<file path="config.mk">
export PLATFORM = sky130hd
export DESIGN_NAME = pwm_prescale_period_duty_calc
export DESIGN_NICKNAME = d
export VERILOG_FILES = /design/src/rtl/core/ppdc_pkg.sv /design/src/rtl/core/pwm_prescale_period_duty_calc.sv
export SDC_FILE = /design/constraint.sdc
export NUM_CORES = 2
export LEC_CHECK = 0
export ABC_AREA = 1
export BUFFER_PORTS_ARGS = -buffer_cell sky130_fd_sc_hd__buf_2
export CAP_MARGIN = 20
export CORE_ASPECT_RATIO = 1.25
export CORE_UTILIZATION = 50
export DETAILED_ROUTE_END_ITERATION = 12
export GPL_ROUTABILITY_DRIVEN = 0
export PLACE_DENSITY = 0.69
export SYNTH_ARGS = -nofsm -noshare
export SYNTH_HDL_FRONTEND = slang
export SYNTH_SLANG_ARGS = --single-unit
</file>
<file path="constraint.sdc">
create_clock -name clk -period 15.6 [get_ports clk]
set_input_delay 2.34 -clock clk [delete_from_list [all_inputs] [get_ports clk]]
set_output_delay 2.34 -clock clk [all_outputs]
set_load 0.01 [all_outputs]
</file>
<file path="src/rtl/core/ppdc_pkg.sv">
`timescale 1ns / 1ps
`default_nettype none
// ----------------------------------------------------------------------------
// ppdc_pkg
// Shared widths, limits and codes of the pwm prescale / period / duty engine.
// ----------------------------------------------------------------------------
package ppdc_pkg;

	localparam int CHANNELS       = 8;
	localparam int CH_W           = 3;
	localparam int FREQ_W         = 27;
	localparam int PCT_W          = 7;
	localparam int CNT16_W        = 16;
	localparam int PRESC_W        = 8;
	localparam int PERIOD_MAX     = 65535;
	localparam int PRESCALE_LIMIT = 256;
	localparam int CLOCK_RESET    = 24000000;
	localparam int PCT_FULL       = 100;

	// shared restoring divider: 27-bit dividend, divisor below 256 * 2^27
	localparam int DIVD_W    = 27;
	localparam int DIVS_W    = 35;
	localparam int DIV_STEPS = DIVD_W;
	localparam int CNT_W     = 5;
	localparam int DUTY_W    = PCT_W + CNT16_W;

	typedef logic [1:0] action_t;
	localparam action_t ACT_CONFIG = 2'd0;
	localparam action_t ACT_DUTY   = 2'd1;
	localparam action_t ACT_FREQ   = 2'd2;
	localparam action_t ACT_NONE   = 2'd3;

	typedef logic [1:0] status_t;
	localparam status_t STAT_OK       = 2'd0;
	localparam status_t STAT_BAD_FREQ = 2'd1;
	localparam status_t STAT_BAD_PCT  = 2'd2;
	localparam status_t STAT_NO_CHAN  = 2'd3;

endpackage
`default_nettype wire

</file>
<file path="src/rtl/core/pwm_prescale_period_duty_calc.sv">
`timescale 1ns / 1ps
`default_nettype none
// ----------------------------------------------------------------------------
// pwm_prescale_period_duty_calc
// Per-channel pwm setting engine: prescale, period and active count.
// ----------------------------------------------------------------------------
// Requests enter on the in_valid / in_ready channel, one item at a time;
// in_ready is high only while the engine is idle. Each item gives exactly
// one result on out_valid / out_ready, held in an output register.
// All arithmetic runs through one restoring divider that produces one
// quotient bit per cycle:
//   configure / set frequency: q = src/f, k = ceil(q/65535), n = src/(k*f),
//     three divisions in turn
//   set duty (and set frequency with f = 0): one division by 100
//   error caught by the input checks, unused action: no division;
//     a frequency rejected by a division ends after that division
// A new item is taken once the result has moved into the output register,
// so an item holds the engine through its divisions plus any output stall.
// If the receiver stalls, the finished result waits inside the engine until
// the output register frees up; nothing is dropped.
// Reset sets the source clock to 24 MHz and marks every channel as not
// configured. cfg_wr_en writes the source clock; write it only when idle.
// ----------------------------------------------------------------------------
module pwm_prescale_period_duty_calc
	import ppdc_pkg::*;
(
	input  wire logic                clk,
	input  wire logic                arst_n,
	input  wire logic                cfg_wr_en,
	input  wire logic [FREQ_W-1:0]   cfg_wr_data,
	input  wire logic                in_valid,
	output logic                     in_ready,
	input  wire logic [1:0]          action,
	input  wire logic [CH_W-1:0]     channel,
	input  wire logic [FREQ_W-1:0]   frequency_hz,
	input  wire logic [PCT_W-1:0]    duty_percent,
	input  wire logic                invert_polarity,
	output logic                     out_valid,
	input  wire logic                out_ready,
	output logic [1:0]               status,
	output logic [PRESC_W-1:0]       prescale_minus_one,
	output logic [CNT16_W-1:0]       period_minus_one,
	output logic [CNT16_W-1:0]       active_count,
	output logic                     active_level
);

	localparam logic [3:0] S_IDLE   = 4'd0;
	localparam logic [3:0] S_CHECK  = 4'd1;
	localparam logic [3:0] S_DIVQ   = 4'd2;
	localparam logic [3:0] S_DIVK   = 4'd3;
	localparam logic [3:0] S_MULT   = 4'd4;
	localparam logic [3:0] S_DIVN   = 4'd5;
	localparam logic [3:0] S_DUTY   = 4'd6;
	localparam logic [3:0] S_DIVA   = 4'd7;
	localparam logic [3:0] S_FINISH = 4'd8;

	logic [3:0]          state_q;
	logic [FREQ_W-1:0]   src_clk_q;

	// captured item
	action_t             act_q;
	logic [CH_W-1:0]     ch_q;
	logic [FREQ_W-1:0]   freq_q;
	logic [PCT_W-1:0]    pct_q;
	logic                inv_q;

	// per-channel settings
	logic [CNT16_W-1:0]  period_q [CHANNELS];
	logic [PRESC_W-1:0]  presc_q  [CHANNELS];
	logic [CHANNELS-1:0] polarity_q;
	logic [CHANNELS-1:0] enabled_q;

	// working values
	status_t             stat_q;
	logic [PRESC_W-1:0]  km1_q;
	logic [CNT16_W-1:0]  n_q;
	logic [CNT16_W-1:0]  active_q;
	logic                pol_q;

	// divider
	logic [DIVD_W-1:0]   dvd_q;
	logic [DIVS_W-1:0]   dsr_q;
	logic [DIVS_W-1:0]   rem_q;
	logic [DIVD_W-1:0]   quo_q;
	logic [CNT_W-1:0]    cnt_q;

	logic [DIVS_W:0]     rem_sh;
	logic                div_ge;
	logic [DIVS_W:0]     rem_diff;
	logic [DIVD_W-1:0]   quo_nx;
	logic                div_last;

	logic [PRESC_W:0]    k_full;
	logic [DIVS_W-1:0]   k_prod;
	logic [DUTY_W-1:0]   duty_prod;
	logic                fields_on;
	logic                out_free;

	// one quotient bit per cycle
	always_comb begin
		rem_sh   = {rem_q, dvd_q[DIVD_W-1]};
		div_ge   = rem_sh >= {1'b0, dsr_q};
		rem_diff = rem_sh - {1'b0, dsr_q};
		quo_nx   = {quo_q[DIVD_W-2:0], div_ge};
		div_last = cnt_q == '0;
	end

	assign k_full    = {1'b0, km1_q} + {{PRESC_W{1'b0}}, 1'b1};
	assign k_prod    = {{(DIVS_W-PRESC_W-1){1'b0}}, k_full}
	                 * {{(DIVS_W-FREQ_W){1'b0}}, freq_q};
	assign duty_prod = {{CNT16_W{1'b0}}, pct_q} * {{PCT_W{1'b0}}, n_q};

	assign fields_on = (stat_q == STAT_OK) && (act_q != ACT_NONE);
	assign out_free  = !out_valid || out_ready;
	assign in_ready  = state_q == S_IDLE;

	always_ff @(posedge clk or negedge arst_n) begin
		if (!arst_n) begin
			state_q            <= S_IDLE;
			src_clk_q          <= FREQ_W'(CLOCK_RESET);
			enabled_q          <= '0;
			polarity_q         <= '0;
			out_valid          <= 1'b0;
			status             <= STAT_OK;
			prescale_minus_one <= '0;
			period_minus_one   <= '0;
			active_count       <= '0;
			active_level       <= 1'b0;
		end else begin
			if (cfg_wr_en) begin
				src_clk_q <= cfg_wr_data;
			end
			// the finish state reloads the output register itself
			if (out_valid && out_ready && state_q != S_FINISH) begin
				out_valid <= 1'b0;
			end

			// divider advances in every division state up to its last bit
			if ((state_q == S_DIVQ || state_q == S_DIVK || state_q == S_DIVN ||
			    state_q == S_DIVA) && !div_last) begin
				rem_q <= div_ge ? rem_diff[DIVS_W-1:0] : rem_sh[DIVS_W-1:0];
				quo_q <= quo_nx;
				dvd_q <= {dvd_q[DIVD_W-2:0], 1'b0};
				cnt_q <= cnt_q - {{(CNT_W-1){1'b0}}, 1'b1};
			end

			unique case (state_q)
				S_IDLE: begin
					if (in_valid) begin
						act_q   <= action;
						ch_q    <= channel;
						freq_q  <= frequency_hz;
						pct_q   <= duty_percent;
						inv_q   <= invert_polarity;
						stat_q  <= STAT_OK;
						km1_q   <= '0;
						n_q     <= '0;
						active_q <= '0;
						state_q <= S_CHECK;
					end
				end
				S_CHECK: begin
					pol_q <= (act_q == ACT_CONFIG) ? ~inv_q : polarity_q[ch_q];
					priority if (act_q == ACT_NONE) begin
						state_q <= S_FINISH;
					end else if (32'(ch_q) >= CHANNELS) begin
						stat_q  <= STAT_NO_CHAN;
						state_q <= S_FINISH;
					end else if (act_q == ACT_CONFIG && freq_q == '0) begin
						stat_q  <= STAT_BAD_FREQ;
						state_q <= S_FINISH;
					end else if (act_q != ACT_CONFIG && !enabled_q[ch_q]) begin
						stat_q  <= STAT_NO_CHAN;
						state_q <= S_FINISH;
					end else if (act_q == ACT_DUTY || (act_q == ACT_FREQ && freq_q == '0))
					begin
						// zero frequency reads as zero percent duty
						if (act_q == ACT_FREQ) begin
							pct_q <= '0;
						end
						if (act_q == ACT_DUTY && pct_q > PCT_W'(PCT_FULL)) begin
							stat_q  <= STAT_BAD_PCT;
							state_q <= S_FINISH;
						end else begin
							n_q     <= period_q[ch_q];
							km1_q   <= presc_q[ch_q];
							state_q <= S_DUTY;
						end
					end else begin
						dvd_q   <= src_clk_q;
						dsr_q   <= {{(DIVS_W-FREQ_W){1'b0}}, freq_q};
						rem_q   <= '0;
						quo_q   <= '0;
						cnt_q   <= CNT_W'(DIV_STEPS - 1);
						state_q <= S_DIVQ;
					end
				end
				S_DIVQ: begin
					if (div_last) begin
						// q past 256 full periods needs k above the limit
						if (quo_nx == '0 ||
						    quo_nx > DIVD_W'(PRESCALE_LIMIT * PERIOD_MAX)) begin
							stat_q  <= STAT_BAD_FREQ;
							state_q <= S_FINISH;
						end else begin
							// ceil(q / 65535)
							dvd_q   <= quo_nx + DIVD_W'(PERIOD_MAX - 1);
							dsr_q   <= DIVS_W'(PERIOD_MAX);
							rem_q   <= '0;
							quo_q   <= '0;
							cnt_q   <= CNT_W'(DIV_STEPS - 1);
							state_q <= S_DIVK;
						end
					end
				end
				S_DIVK: begin
					if (div_last) begin
						if (quo_nx > DIVD_W'(PRESCALE_LIMIT)) begin
							stat_q  <= STAT_BAD_FREQ;
							state_q <= S_FINISH;
						end else begin
							km1_q   <= PRESC_W'(quo_nx - DIVD_W'(1));
							state_q <= S_MULT;
						end
					end
				end
				S_MULT: begin
					dvd_q   <= src_clk_q;
					dsr_q   <= k_prod;
					rem_q   <= '0;
					quo_q   <= '0;
					cnt_q   <= CNT_W'(DIV_STEPS - 1);
					state_q <= S_DIVN;
				end
				S_DIVN: begin
					if (div_last) begin
						if (quo_nx == '0 || quo_nx >= DIVD_W'(PERIOD_MAX)) begin
							stat_q <= STAT_BAD_FREQ;
						end else begin
							n_q <= quo_nx[CNT16_W-1:0];
							// fifty percent of n is n halved
							active_q <= (act_q == ACT_FREQ) ? quo_nx[CNT16_W:1] : '0;
						end
						state_q <= S_FINISH;
					end
				end
				S_DUTY: begin
					dvd_q   <= {{(DIVD_W-DUTY_W){1'b0}}, duty_prod};
					dsr_q   <= DIVS_W'(PCT_FULL);
					rem_q   <= '0;
					quo_q   <= '0;
					cnt_q   <= CNT_W'(DIV_STEPS - 1);
					state_q <= S_DIVA;
				end
				S_DIVA: begin
					if (div_last) begin
						active_q <= quo_nx[CNT16_W-1:0];
						state_q  <= S_FINISH;
					end
				end
				S_FINISH: begin
					if (out_free) begin
						out_valid          <= 1'b1;
						status             <= stat_q;
						prescale_minus_one <= fields_on ? km1_q : '0;
						period_minus_one   <= fields_on ? (n_q - CNT16_W'(1)) : '0;
						active_count       <= fields_on ? active_q : '0;
						active_level       <= fields_on ? pol_q : 1'b0;
						if (stat_q == STAT_OK &&
						    (act_q == ACT_CONFIG || (act_q == ACT_FREQ && freq_q != '0))) begin
							period_q[ch_q] <= n_q;
							presc_q[ch_q]  <= km1_q;
							if (act_q == ACT_CONFIG) begin
								polarity_q[ch_q] <= pol_q;
								enabled_q[ch_q]  <= 1'b1;
							end
						end
						state_q <= S_IDLE;
					end
				end
				default: begin
					state_q <= S_IDLE;
				end
			endcase
		end
	end

endmodule
`default_nettype wire

</file>
# Word-level counts from Yosys, hierarchy flattened
# Memory sizes are Yosys's and may differ from the RTL's. A register that Yosys moved wholly into a read port is not among the register bits.
# Cells that the tools add are included.
# word_totals
regBits	303
latchBits	0
mem_bits_rw	192
mem_bits_ro	0
inputBits	72
elab_cells	246
n_memories	2
# memory_table
memory	depth	width	rd	rd_clocked_by_memory_dff	wr	line_no	text
period_q	8	16	1	1	1	pwm_prescale_period_duty_calc.sv:68	logic [CNT16_W-1:0] period_q [CHANNELS];
presc_q	8	8	1	1	1	pwm_prescale_period_duty_calc.sv:69	logic [PRESC_W-1:0] presc_q [CHANNELS];
# op_classes
add_sub_neg	6
mul	2
n_div	0
n_lt_le_gt_ge	7
n_eq_ne	35
shifts	0
mux	117
n_bitwise	2
reduce_logical	50
# op_table
operator	count
2-to-1 mux 35 bit	14
2-to-1 mux 27 bit	14
2-to-1 mux 16 bit	14
case mux 35 bit (4 select lines)	1
case mux 27 bit (4 select lines)	1
case mux 35 bit (3 select lines)	1
case mux 16 bit (3 select lines)	2
case mux 27 bit (3 select lines)	1
2-to-1 mux 8 bit	9
logical NOT 27 bit	2
2-to-1 mux 4 bit	12
2-to-1 mux 7 bit	6
greater-or-equal comparator 36 x 35 -> 1 bit	1
multiplier 9 x 27 -> 35 bit	1
2-to-1 mux 5 bit	7
subtractor 35 bit	1
inequality test 2 bit, second input constant	17
case mux 4 bit (8 select lines)	1
adder 27 x 16 -> 27 bit, second input constant	1
greater-or-equal comparator 27 x 16 -> 1 bit, second input constant	1
greater-than comparator 27 x 24 -> 1 bit, second input constant	1
greater-than comparator 27 x 9 -> 1 bit, second input constant	1
nonzero test 27 bit	1
2-to-1 mux 2 bit	12
other kinds (46)	97

# Longest topological paths before layout
# depth
word_depth	11
depth_mapped	29
depth_no_buf	28

# Worst setup path after synthesis
# OpenSTA, ideal clock, no wires.
# synth_path
kind	input to register
start	in out_ready
end	mem period_q[3][0], enable pin
arrival_ns	5.361
slack_ns	9.773
cell_stages	8
path_buffers	0
cell_sequence	nor2_1 nor2_2 inv_2 nor2_1 nand2_1 nor2_1 o21ai_2 nor4_1
# synth_between
elab_chain_cells	5
# synth_lines
element	line_no	text
start, declared	pwm_prescale_period_duty_calc.sv:39	input wire logic out_ready,
logical OR 1 bit	pwm_prescale_period_duty_calc.sv:114	assign out_free = !out_valid || out_ready;
2-to-1 mux 1 bit	pwm_prescale_period_duty_calc.sv:262	if (out_free) begin
2-to-1 mux 1 bit	pwm_prescale_period_duty_calc.sv:147	unique case (state_q)
logical AND 1 bit (implied by the code)	pwm_prescale_period_duty_calc.sv:271	period_q[ch_q] <= n_q;
2-to-1 mux 1 bit (implied by the code)	pwm_prescale_period_duty_calc.sv:271	
end, declared	pwm_prescale_period_duty_calc.sv:68	
# Every way passes these cells.

# Final worst setup path
# layout_path
start	reg km1_q[0]
end	reg dsr_q[30], data pin
# layout_between
elab_chain_cells	3
# layout_lines
element	line_no	text
start, declared	pwm_prescale_period_duty_calc.sv:75	logic [PRESC_W-1:0] km1_q;
start signal, assigned	pwm_prescale_period_duty_calc.sv:186	km1_q <= presc_q[ch_q];
start signal, assigned	pwm_prescale_period_duty_calc.sv:222	km1_q <= PRESC_W'(quo_nx - DIVD_W'(1));
adder 8 x 1 -> 9 bit	pwm_prescale_period_duty_calc.sv:108	assign k_full = {1'b0, km1_q} + {{PRESC_W{1'b0}}, 1'b1};
multiplier 9 x 27 -> 35 bit	pwm_prescale_period_duty_calc.sv:110	* {{(DIVS_W-FREQ_W){1'b0}}, freq_q};
case mux 35 bit (4 select lines)	pwm_prescale_period_duty_calc.sv:147	
end signal, assigned	pwm_prescale_period_duty_calc.sv:191	dsr_q <= {{(DIVS_W-FREQ_W){1'b0}}, freq_q};
end signal, assigned	pwm_prescale_period_duty_calc.sv:208	dsr_q <= DIVS_W'(PERIOD_MAX);
end signal, assigned	pwm_prescale_period_duty_calc.sv:229	dsr_q <= k_prod;
end, declared	pwm_prescale_period_duty_calc.sv:82	logic [DIVS_W-1:0] dsr_q;
# Every way passes these cells.
# A chain may end at the register's enable or synchronous reset.

==> results.json <==
{
  "status": "finished clean",
  "n_antenna_cell": 0,
  "criticalPathCategory": "reg2reg",
  "hold_end": "enabled_q[7]",
  "post_cts_resized": 0,
  "finalCriticalPeriod_ns": 7.06,
  "cpMostUsedCell": "nor2_1",
  "min_period_over_period_pct": 45.3,
  "io_pins": 117,
  "cts_tree": "yes",
  "std_cell_rows": 109,
  "async_flop_share_pct": 18.3,
  "min_delay_path_depth": 2,
  "core_region_area_mm2": 0.0709,
  "drtPass1Iterations": 6,
  "placed_area_mm2": 0.0372,
  "design_area_mm2": 0.0389,
  "synth_area_mm2": 0.0359,
  "hp-start": "enabled_q[7]",
  "post-cts-setup-buffer-count": 0,
  "drtIter0Drc": 2382,
  "yosys.area.top_type_share_pct": 33.7,
  "routed_wirelength_um": 97900,
  "synth_area_leaders": "edfxtp_1 (34%), fa_1 (14%), nand2_1 (7.3%)",
  "clk_latency_ns": 0.65,
  "cts_sinks": 497,
  "grt-ovfl-total": 0,
  "antenna_left": 0,
  "drive_gt1_share_pct": 9.68,
  "syn-instance-count": 4000,
  "initial_utilization_pct": 50.6,
  "pre_cts_slack_ns": 8.82,
  "slowest_stage": "nor2_1",
  "ff2ff_setup_slack_ns": 8.54,
  "tightest_slew_ns": 1.05,
  "setup_tns_ns": 0,
  "grt_usage_pct": 27.3,
  "layout_common_cells": "nand2_1 (702), inv_1 (629), nor2_1 (512)",
  "synth.largest_area_cell": "edfxtp_1",
  "required_ns": 15.94,
  "cts.reportedPaths.clkPinSlew_ns": 0.06,
  "holdWs_ns": 0.450,
  "yosysUniqueCellTypes": 62,
  "setup_viol": 0,
  "root_buffer": "clkbuf_16",
  "worstReg2RegEnd": "dsr_q[30]",
  "r2r-start": "km1_q[0]",
  "finalHoldViolations": 0,
  "num_vias": 28200,
  "routed_via_density": 5.62,
  "final_common_cell": "nand2_1",
  "worstPathArrival_ns": 7.40,
  "grt_setup_unrepaired": "false",
  "synth-main-ff-cell": "edfxtp_1",
  "antenna_found_initial": 1,
  "syn2layout_area_growth_pct": 8.37,
  "ys_warn_count": 0,
  "hold_class": "reg2reg",
  "max_freq_ghz": 0.142,
  "r2r_cells": 21,
  "finalClockSkew_ns": 0.0726,
  "portBuffers": 116,
  "avgSynthCellArea_um2": 8.98,
  "start_kind": "flop",
  "fp.dieH_um": 302,
  "grt_pass1_vias": 28600,
  "dieArea_mm2": 0.0729,
  "relSlewSlack_pct": 29.5,
  "layout_setup_ws_ns": 8.54,
  "syn_nets": 4455,
  "grt_max_degree": 97,
  "fin_nets": 4495,
  "max-cap-violations": 0,
  "synth_edf_count": 403,
  "critical-path-max-stage-delay_ns": 0.67,
  "slew_violations": 0,
  "drt-wirelength-per-cell_um": 19.5,
  "worstPathCellList": "ha_1 -> nand2_1 -> nor2_1 -> nand4_1 -> nor2_1 -> inv_1 -> nor2_1 -> fa_1 -> fa_1 -> fa_1 -> inv_1 -> fa_1 -> inv_1 -> ha_1 -> nand2_1 -> nor4_1 -> nand3_1 -> o21ai_0 -> a21oi_1 -> nor2_1 -> nor2_1",
  "synth-seq-area-share_pct": 40.2,
  "drc_errors": 0,
  "cts_max_path_buffers": 3,
  "path_max_fanout": 20,
  "endpoint_kind": "flop",
  "die_x_um": 242,
  "grt_first_pass_wirelength_um": 156000,
  "htreeDepth": 2,
  "dp_hpwl_um": 71900,
  "cts_inserted_buffers": 50,
  "ctsHoldBuffers": 0,
  "ys_seq_elements": 497
}
## worst max path at each step
stage              start              to  slack, ns  cells past startpoint
4_1_cts         km1_q[0]       dsr_q[30]       8.69                     21
3_5_place_dp    km1_q[0]       dsr_q[30]       8.82                     21
3_3_place_gp    km1_q[0]       dsr_q[30]       9.00                     21
2_1_floorplan  out_ready  period_q[3][0]       9.77                      8
6_report        km1_q[0]       dsr_q[30]       8.54                     21
5_1_grt         km1_q[0]       dsr_q[30]       7.99                     21
## critical path, delay by kind of cell (launching register included)
family	cells	cell delay (ns)
AO/OA/AOI/OAI	2	0.55
buffers and inverters	3	0.69
adder cells (fa/ha/maj)	6	2.63
AND/OR/NAND/NOR	10	2.28
flip-flops	1	0.57
## registers in the layout (all words and copies together) (netlist names), 4 cells and up, named ones only
name / flops
active_count: 16
active_q: 16
cnt_q: 5
dsr_q: 35
dvd_q: 27
enabled_q: 8
freq_q: 27
km1_q: 8
n_q: 16
pct_q: 7
period_minus_one: 16
period_q: 128
polarity_q: 8
presc_q: 64
prescale_minus_one: 8
quo_q: 26
rem_q: 35
src_clk_q: 27
state_q: 4
## Yosys cell counts, types with 5 or more instances
cell	n
edfxtp_1	403
clkbuf_1	104
nor2_4	5
nand3_2	6
o22ai_1	13
nand4_1	43
a31oi_1	8
ha_1	138
o211ai_1	39
o21bai_1	12
nor3_1	29
nor3_2	19
a21o_1	13
a21oi_1	169
o21ai_1	55
xor2_1	36
nand2_1	703
mux2_2	23
buf_2	32
inv_2	38
or2_2	8
a22oi_1	9
a211oi_2	25
o21ai_0	216
fa_1	245
nand3b_1	8
inv_1	629
a22o_1	17
xnor2_1	22
o221ai_1	43
dfrtp_1	81
nor4_1	12
buf_6	7
mux2i_1	42
nor2_2	10
nand3_1	130
dfstp_2	10
o32ai_1	22
buf_1	9
nor2_1	519
## layout make-up
class	count	area, µm²
clock inverters	23	251
flip-flops and latches	497	14500
clock buffers	71	1420
multi-input cells	2674	18300
repair buffers	144	800
fillers	6368	32000
inverters	673	2530
well taps	943	1180
## layer usage
metal	track usage [%]	vias to the layer above	wire (µm)	share of wire, %
met4	12.9	2	4850	4.9
met1	32.6	13700	37900	39
met3	3.34	264	5720	5.8
li1	-	13200	-	-
met2	48.9	1039	49400	50
met5	0	-	13	0.013
## per-stage QoR
stage | util (%) | cells
2_1_floorplan | - | 4000
3_3_place_gp | 52.5 | 4931
3_5_place_dp | 52.5 | 4931
4_1_cts | 54.9 | 5025
5_1_grt | 54.9 | 5025
6_report | 54.9 | 5025
## cell families after synthesis
family | synth area share (%)
adder cells (fa/ha/maj) | 18.5
AND/OR/NAND/NOR | 17.6
AO/OA/AOI/OAI | 11.4
multiplexers | 1.89
XOR/XNOR | 1.41
flip-flops | 40.2
buffers and inverters | 8.98
Power is left out: the tool's default activity adds up to more than one toggle a clock period on the data nets, which glitch-free logic cannot reach.
